File: config.mk
export PLATFORM = sky130hd
export DESIGN_NAME = lru_key_value_cache
export DESIGN_NICKNAME = d
export VERILOG_FILES = /design/src/lkvc_pkg.sv /design/src/lkvc_cell.sv /design/src/lru_key_value_cache.sv
export SDC_FILE = /design/constraint.sdc
export NUM_CORES = 2
export LEC_CHECK = 0
export BUFFER_PORTS_ARGS = -buffer_cell sky130_fd_sc_hd__buf_2
export CORE_MARGIN = 10
export CORE_UTILIZATION = 50
export CTS_BUF_LIST = sky130_fd_sc_hd__clkbuf_4 sky130_fd_sc_hd__clkbuf_8 sky130_fd_sc_hd__clkbuf_16
export CTS_CLUSTER_SIZE = 12
export DETAILED_ROUTE_END_ITERATION = 7
export GPL_ROUTABILITY_DRIVEN = 0
export PLACE_DENSITY_LB_ADDON = 0.1
export SKIP_LAST_GASP = 1
export SLEW_MARGIN = 25
export SYNTH_ARGS = -nofsm -noshare
export SYNTH_HDL_FRONTEND = slang
export SYNTH_SLANG_ARGS = --single-unit
File: constraint.sdc
create_clock -name clk -period 5.6 [get_ports clk]
set_input_delay 0.28 -clock clk [delete_from_list [all_inputs] [get_ports clk]]
set_output_delay 0.28 -clock clk [all_outputs]
set_load 0.05 [all_outputs]
File: src/lkvc_pkg.sv
// lkvc_pkg: shared types and constants for the LRU key-value cache.
// No dependencies; used by lkvc_cell and lru_key_value_cache.
package lkvc_pkg;

	// width and reset value of the capacity register
	localparam int unsigned CAP_BITS  = 5;
	localparam int unsigned CAP_RESET = 16;

	// flags rippled from cell to cell: has a lower-numbered cell already claimed the role
	typedef struct packed {
		logic hit_seen;
		logic free_seen;
		logic lru_seen;
	} chain_t;

	// action broadcast to every cell for the item being accepted
	typedef struct packed {
		logic apply;
		logic is_put;
		logic do_hit;
		logic do_fill;
		logic do_replace;
	} cmd_t;

endpackage

File: src/lkvc_cell.sv
// lkvc_cell: one cache slot (key, value, valid, recency rank) with its compare logic.
// Depends on lkvc_pkg (chain_t, cmd_t).
module lkvc_cell #(
	parameter int unsigned KEY_BITS   = 16,
	parameter int unsigned VALUE_BITS = 32,
	parameter int unsigned RANK_W     = 4
) (
	input  logic                  clk,
	input  logic                  arst_n,
	input  logic [KEY_BITS-1:0]   key_in,
	input  logic [VALUE_BITS-1:0] value_in,
	input  lkvc_pkg::cmd_t        cmd,
	input  logic [RANK_W-1:0]     promote_rank,
	input  logic [RANK_W-1:0]     top_rank,
	input  logic [RANK_W-1:0]     fill_rank,
	input  lkvc_pkg::chain_t      chain_in,
	output lkvc_pkg::chain_t      chain_out,
	input  logic [VALUE_BITS-1:0] hit_value_in,
	output logic [VALUE_BITS-1:0] hit_value_out,
	input  logic [RANK_W-1:0]     hit_rank_in,
	output logic [RANK_W-1:0]     hit_rank_out,
	input  logic [KEY_BITS-1:0]   lru_key_in,
	output logic [KEY_BITS-1:0]   lru_key_out
);

	logic                  valid_q;
	logic [RANK_W-1:0]     rank_q;
	logic [KEY_BITS-1:0]   key_q;
	logic [VALUE_BITS-1:0] value_q;

	logic first_hit;
	logic first_free;
	logic first_lru;
	logic do_promote;
	logic mine_promote;
	logic write_key;
	logic write_value;

	always_comb begin
		first_hit  = valid_q && (key_q == key_in) && !chain_in.hit_seen;
		first_lru  = valid_q && (rank_q == '0) && !chain_in.lru_seen;
		first_free = !valid_q && !chain_in.free_seen;

		chain_out.hit_seen  = chain_in.hit_seen || first_hit;
		chain_out.lru_seen  = chain_in.lru_seen || first_lru;
		chain_out.free_seen = chain_in.free_seen || first_free;

		hit_value_out = hit_value_in | (first_hit ? value_q : '0);
		hit_rank_out  = hit_rank_in | (first_hit ? rank_q : '0);
		lru_key_out   = lru_key_in | (first_lru ? key_q : '0);

		do_promote   = cmd.do_hit || cmd.do_replace;
		mine_promote = cmd.do_hit ? first_hit : first_lru;
		write_key    = (cmd.do_replace && first_lru) || (cmd.do_fill && first_free);
		write_value  = write_key || (cmd.do_hit && first_hit && cmd.is_put);
	end

	always_ff @(posedge clk or negedge arst_n) begin
		if (!arst_n) begin
			valid_q <= 1'b0;
			rank_q  <= '0;
		end else if (cmd.apply) begin
			if (do_promote) begin
				if (mine_promote) begin
					rank_q <= top_rank;
				end else if (valid_q && (rank_q > promote_rank)) begin
					rank_q <= rank_q - 1'b1;
				end
			end
			if (cmd.do_fill && first_free) begin
				valid_q <= 1'b1;
				rank_q  <= fill_rank;
			end
		end
	end

	always_ff @(posedge clk) begin
		if (cmd.apply && write_key) begin
			key_q <= key_in;
		end
		if (cmd.apply && write_value) begin
			value_q <= value_in;
		end
	end

endmodule

File: src/lru_key_value_cache.sv
// lru_key_value_cache: fully associative key-value cache with LRU replacement.
// Depends on lkvc_pkg and lkvc_cell.
//
//  channel | handshake              | payload
//  --------+------------------------+------------------------------------------------
//  in      | s_tvalid s_tready      | s_tuser: op; s_tdata: key, value
//  out     | m_tvalid m_tready      | m_tuser: found, evicted; m_tdata: read_value, evicted_key
//  cfg     | cfg_valid cfg_ready    | cfg_data: capacity, always ready
//
// One item per cycle while s_tready is high: every cell compares the key in the accept cycle and the
// lowest-numbered hit/free/LRU slot is picked by a flag ripple through the row of cells.
// The result is written into the output register as the item is accepted.
// s_tready drops only while a result sits in the output register and m_tready is low.
// Reset clears all valid bits, ranks and the entry count at once; no clearing pass.
module lru_key_value_cache #(
	parameter int unsigned ENTRIES    = 16,
	parameter int unsigned KEY_BITS   = 16,
	parameter int unsigned VALUE_BITS = 32
) (
	input  logic                    clk,
	input  logic                    arst_n,
	input  logic                    s_tvalid,
	output logic                    s_tready,
	input  logic [((KEY_BITS + VALUE_BITS + 7) / 8) * 8 - 1:0] s_tdata,  // key, value, zero pad
	input  logic [0:0]              s_tuser,   // op
	output logic                    m_tvalid,
	input  logic                    m_tready,
	output logic [((VALUE_BITS + KEY_BITS + 7) / 8) * 8 - 1:0] m_tdata,
	                                           // read_value, evicted_key, zero pad
	output logic [1:0]              m_tuser,   // found, evicted
	input  logic                    cfg_valid,
	output logic                    cfg_ready,
	input  logic [lkvc_pkg::CAP_BITS-1:0] cfg_data  // capacity
);

	localparam int unsigned OUT_W  = ((VALUE_BITS + KEY_BITS + 7) / 8) * 8;
	localparam int unsigned RANK_W = (ENTRIES > 1) ? $clog2(ENTRIES) : 1;
	localparam int unsigned CNT_W  = $clog2(ENTRIES + 1);
	localparam int unsigned CW     = ((CNT_W > lkvc_pkg::CAP_BITS) ? CNT_W
	                                  : lkvc_pkg::CAP_BITS) + 1;

	logic [lkvc_pkg::CAP_BITS-1:0] capacity_q;
	logic [CNT_W-1:0]              used_q;
	logic                          m_tvalid_q;
	logic [OUT_W-1:0]              m_tdata_q;
	logic [1:0]                    m_tuser_q;

	logic [KEY_BITS-1:0]   key;
	logic [VALUE_BITS-1:0] value;
	logic                  is_put;
	logic                  accept;

	lkvc_pkg::chain_t      chain [ENTRIES+1];
	logic [VALUE_BITS-1:0] hit_value [ENTRIES+1];
	logic [RANK_W-1:0]     hit_rank [ENTRIES+1];
	logic [KEY_BITS-1:0]   lru_key [ENTRIES+1];

	lkvc_pkg::cmd_t    cmd;
	logic [RANK_W-1:0] promote_rank;
	logic [RANK_W-1:0] top_rank;
	logic [RANK_W-1:0] fill_rank;
	logic [CW-1:0]     cap_ext;
	logic [CW-1:0]     eff_cap;
	logic [CNT_W-1:0]  used_dec;
	logic              room;

	assign key       = s_tdata[KEY_BITS-1:0];
	assign value     = s_tdata[KEY_BITS+VALUE_BITS-1:KEY_BITS];
	assign is_put    = s_tuser[0];
	assign s_tready  = !m_tvalid_q || m_tready;
	assign accept    = s_tvalid && s_tready;
	assign cfg_ready = 1'b1;
	assign m_tvalid  = m_tvalid_q;
	assign m_tdata   = m_tdata_q;
	assign m_tuser   = m_tuser_q;

	assign chain[0]     = '0;
	assign hit_value[0] = '0;
	assign hit_rank[0]  = '0;
	assign lru_key[0]   = '0;

	for (genvar i = 0; i < ENTRIES; i++) begin : g_cell
		lkvc_cell #(
			.KEY_BITS  (KEY_BITS),
			.VALUE_BITS(VALUE_BITS),
			.RANK_W    (RANK_W)
		) u_cell (
			.clk          (clk),
			.arst_n       (arst_n),
			.key_in       (key),
			.value_in     (value),
			.cmd          (cmd),
			.promote_rank (promote_rank),
			.top_rank     (top_rank),
			.fill_rank    (fill_rank),
			.chain_in     (chain[i]),
			.chain_out    (chain[i+1]),
			.hit_value_in (hit_value[i]),
			.hit_value_out(hit_value[i+1]),
			.hit_rank_in  (hit_rank[i]),
			.hit_rank_out (hit_rank[i+1]),
			.lru_key_in   (lru_key[i]),
			.lru_key_out  (lru_key[i+1])
		);
	end

	always_comb begin
		// capacity clamped to 1..ENTRIES
		cap_ext = CW'(capacity_q);
		if (cap_ext == '0) begin
			eff_cap = CW'(1);
		end else if (cap_ext > CW'(ENTRIES)) begin
			eff_cap = CW'(ENTRIES);
		end else begin
			eff_cap = cap_ext;
		end
		room = (CW'(used_q) < eff_cap) && chain[ENTRIES].free_seen;

		cmd.apply      = accept;
		cmd.is_put     = is_put;
		cmd.do_hit     = chain[ENTRIES].hit_seen;
		cmd.do_fill    = !chain[ENTRIES].hit_seen && is_put && room;
		cmd.do_replace = !chain[ENTRIES].hit_seen && is_put && !room
		                 && chain[ENTRIES].lru_seen;

		used_dec     = used_q - 1'b1;
		top_rank     = used_dec[RANK_W-1:0];
		fill_rank    = used_q[RANK_W-1:0];
		promote_rank = chain[ENTRIES].hit_seen ? hit_rank[ENTRIES] : '0;
	end

	always_ff @(posedge clk or negedge arst_n) begin
		if (!arst_n) begin
			capacity_q <= lkvc_pkg::CAP_BITS'(lkvc_pkg::CAP_RESET);
			used_q     <= '0;
			m_tvalid_q <= 1'b0;
		end else begin
			if (cfg_valid) begin
				capacity_q <= cfg_data;
			end
			if (accept && cmd.do_fill) begin
				used_q <= used_q + 1'b1;
			end
			if (accept) begin
				m_tvalid_q <= 1'b1;
			end else if (m_tready) begin
				m_tvalid_q <= 1'b0;
			end
		end
	end

	always_ff @(posedge clk) begin
		if (accept) begin
			m_tdata_q <= OUT_W'({
				(cmd.do_replace ? lru_key[ENTRIES] : {KEY_BITS{1'b0}}),
				((cmd.do_hit && !is_put) ? hit_value[ENTRIES] : {VALUE_BITS{1'b0}})
			});
			m_tuser_q <= {cmd.do_replace, cmd.do_hit};
		end
	end

endmodule
==> flow_metrics.tcl <==
set metrics [dict create \
    gr-usage-all-layers_pct 26.4 \
    status "finished, violations left" \
    io_pins 112 \
    syn_area_per_cell_um2 13.7 \
    finalSetupTns_ns 0 \
    drtIter0Drc 3645 \
    setup_viol 0 \
    placed_area_mm2 0.0444 \
    post_drt_wl_per_cell_um 29.0 \
    die_h_um 310 \
    finalClockSkew_ns 0.0460 \
    critPathLaunch "g_cell[0].u_cell.key_q[5]$_DFFE_PP_" \
    design_area_mm2 0.0478 \
    regToRegEndpoint "g_cell[10].u_cell.rank_q[2]$_DFFE_PN0P_" \
    via_per_inst 6.43 \
    fp.dieW_um 310 \
    cts_root_buf "clkbuf_16" \
    crit_path_end_kind "register" \
    p_leak_nw 16.5 \
    grt_setup_unrepaired "false" \
    async_flop_share_pct 10.0 \
    ys_seq_area_share_pct 63.9 \
    insertion_delay_ns 0.68 \
    grt_max_degree 69 \
    start_util_pct 50.3 \
    layout-area-overhead-vs-synth_pct 13.9 \
    syn_nets 3225 \
    min_period_over_period_pct 94.3 \
    drive_above_1_share_pct 16.3 \
    dp_hpwl_mm 81.8 \
    finish.net_count 3438 \
    required_ns 6.15 \
    period_needed_ns 5.28 \
    die-area_mm2 0.0960 \
    tightest_slew_ns 1.17 \
    grt_pass1_wl_mm 188 \
    cts_buffer_depth 3 \
    hold_buffers 47 \
    reg2reg_depth 20 \
    final_cells 4420 \
    clk_pin_slew_ns 0.06 \
    placementRows 106 \
    critical_path_class "reg2reg" \
    h-tree-depth 3 \
    regToRegSetupSlack_ns 0.32 \
    crit_arrival_ns 5.83 \
    violations "design-rule violations" \
    finalMaxSlewViolations 0 \
    syn_inst 3064 \
    worstReg2RegStart "g_cell[0].u_cell.key_q[5]$_DFFE_PP_" \
    crit_path_start_kind "register" \
    ys_warn_count 0 \
    numCtsBuffers 95 \
    dp.cells 4212 \
    fmax_mhz 189 \
    synthFlopType "edfxtp_1" \
    hold_ws_ns 0.0404 \
    cts_tree "yes" \
    ys_seq_elements 909 \
    yosysUniqueCellTypes 100 \
    synth-edff-count 818 \
    maxSlewHeadroom_pct 21.8 \
    ctsResizeCount 0 \
    drt-total-wl_mm 128 \
    dr.pass1.iters 8 \
    syn_area_mm2 0.0420 \
    cap_violations 0 \
    post-cts-setup-buffer-count 0 \
    hold_path.class "in2reg" \
    endpoint "g_cell[10].u_cell.rank_q[2]$_DFFE_PN0P_" \
    antenna_found_initial 3 \
    drc_errors 2 \
    hold_violations 0 \
    powerDensity_mw_per_mm2 362 \
    grt_overflow 0 \
    ant_nets 0 \
    finalPower_w 0.0173 \
    via_count 28417 \
    grt_pass1_vias 28537 \
    fillers 6663 \
    crit_path_max_fanout 37 \
    ir_worst_vdd_mv 0.301 \
    core-area_mm2 0.0834 \
    portBuffers 110 \
    clkSinkCount 909 \
]
==> cells in the final DEF (no fill, tap or decap), types with 30 or more instances in the layout <==
cell type      count
a21oi_1          139
buf_2            109
nand3_1           59
nand4_1           53
a22oi_1           77
nor3_1            44
nor2_1           127
inv_1             53
nor4_1            39
ha_1             102
xnor2_1          121
mux2i_1           57
o21ai_0           85
edfxtp_1         818
nand2_1          230
dlygate4sd3_1     47
a31oi_1           30
a222oi_1          88
xor2_1           172
a221oi_1          69
buf_4            124
dfrtp_1           90
clkbuf_16         97
==> metal layers <==
metal / part of all wire [%] / global-route usage [%]
met1: 40 / 35.3
met2: 47 / 42.4
met3: 9.3 / 4.91
met4: 4.1 / 10.7
met5: 0.0070 / 0
==> state kept, by name, indices dropped and copies added (netlist names) <==
| name | cells |
|---|---|
| m_tvalid | 1 |
| m_tuser | 2 |
| g_cell.u_cell.valid_q | 16 |
| m_tdata | 48 |
| g_cell.u_cell.value_q | 512 |
| g_cell.u_cell.rank_q | 64 |
| capacity_q | 5 |
| g_cell.u_cell.key_q | 256 |
| used_q | 5 |
==> logic make-up after synthesis <==
family | after synthesis | synth area share [%]
DFF | 909 | 63.9
AOI/OAI and AO/OA | 715 | 12.8
muxes | 95 | 2.43
other | 1 | 0.00893
buffers and inverters | 236 | 2.84
and+or+nand+nor | 713 | 8.84
adders and majority gates | 102 | 3.04
xor gates and xnor gates | 293 | 6.11
==> synth_stat cells, types with 15 or more instances <==
| master | count | area (µm²) |
|---|---|---|
| a211oi_1 | 15 | 113 |
| a21o_1 | 32 | 240 |
| a21oi_1 | 143 | 716 |
| a221oi_1 | 69 | 604 |
| a222oi_1 | 88 | 881 |
| a22o_1 | 24 | 210 |
| a22oi_1 | 77 | 578 |
| a31oi_1 | 30 | 188 |
| and3_1 | 22 | 138 |
| buf_2 | 30 | 150 |
| buf_6 | 30 | 338 |
| clkbuf_1 | 98 | 368 |
| dfrtp_1 | 90 | 2250 |
| edfxtp_1 | 818 | 24600 |
| ha_1 | 102 | 1280 |
| inv_1 | 53 | 199 |
| mux2_2 | 24 | 270 |
| mux2i_1 | 57 | 571 |
| nand2_1 | 230 | 863 |
| nand2b_1 | 26 | 163 |
| nand3_1 | 59 | 295 |
| nand4_1 | 53 | 332 |
| nor2_1 | 132 | 495 |
| nor2b_1 | 21 | 131 |
| nor3_1 | 46 | 230 |
| nor4_1 | 39 | 244 |
| o211ai_1 | 25 | 188 |
| o21ai_0 | 86 | 430 |
| o22ai_1 | 16 | 100 |
| o2bb2ai_1 | 25 | 219 |
| xnor2_1 | 121 | 1060 |
| xor2_1 | 172 | 1510 |
==> metrics by stage <==
| step | worst slack, ns | util, % |
|---|---|---|
| 2_1_floorplan | 0.311 | - |
| 3_3_place_gp | 0.133 | 53.2 |
| 3_5_place_dp | 0.111 | 53.2 |
| 4_1_cts | 0.361 | 57.3 |
| 5_1_grt | 0.0564 | 57.3 |
| 6_report | 0.317 | 57.3 |
==> worst min-delay path by stage <==
stage | from | to | slack (ns) | cells after the start
finish | s_tdata[11] | g_cell[5].u_cell.key_q[11]$_DFFE_PP_ | 0.04 | 1
global route | s_tdata[11] | g_cell[5].u_cell.key_q[11]$_DFFE_PP_ | 0.04 | 1
CTS | s_tdata[11] | g_cell[5].u_cell.key_q[11]$_DFFE_PP_ | 0.008 | 1
detailed placement | arst_n | m_tvalid$_DFFE_PN0P_ | 0.35 | 1
global placement | arst_n | g_cell[14].u_cell.valid_q$_DFFE_PN0P_ | 0.35 | 1
floorplan | arst_n | capacity_q[0]$_DFFE_PN0P_ | -0.02 | 0
==> critical path: stages, from the launching register on <==
cell	delay, ns
edfxtp_1	0.42
xor2_1	0.21
nor4_1	0.42
nand4_1	0.36
o22ai_2	0.39
nor2_1	0.12
buf_4	0.18
and3_2	0.18
buf_4	0.33
a222oi_1	0.36
nand2_1	0.11
a211oi_2	0.21
buf_4	0.33
ha_1	0.30
o21ai_0	0.08
nand2b_1	0.07
a21oi_1	0.15
nor2_1	0.06
o21ai_1	0.27
and2_1	0.25
mux2_1	0.33
==> area by class of cell <==
class                   instances  area (µm²)  share of cell area (%)
flip-flops and latches        909       26800                    56.1
multi-input cells            1919       14200                    29.7
clock buffers                 122        2630                    5.49
repair buffers                296        2270                    4.74
well taps                    1080        1350                    2.83
clock inverters                36         339                   0.709
inverters                      56         211                   0.442
diodes                          2        5.00                  0.0105
==> power by group <==
part / internal [W] / switching [W] / leakage (nW)
registers: 0.00771 / 0.000276 / 8.48
clock network: 0.00344 / 0.00259 / 1.47
logic: 0.00106 / 0.00221 / 6.52
(Power assumes the default switching activity.)
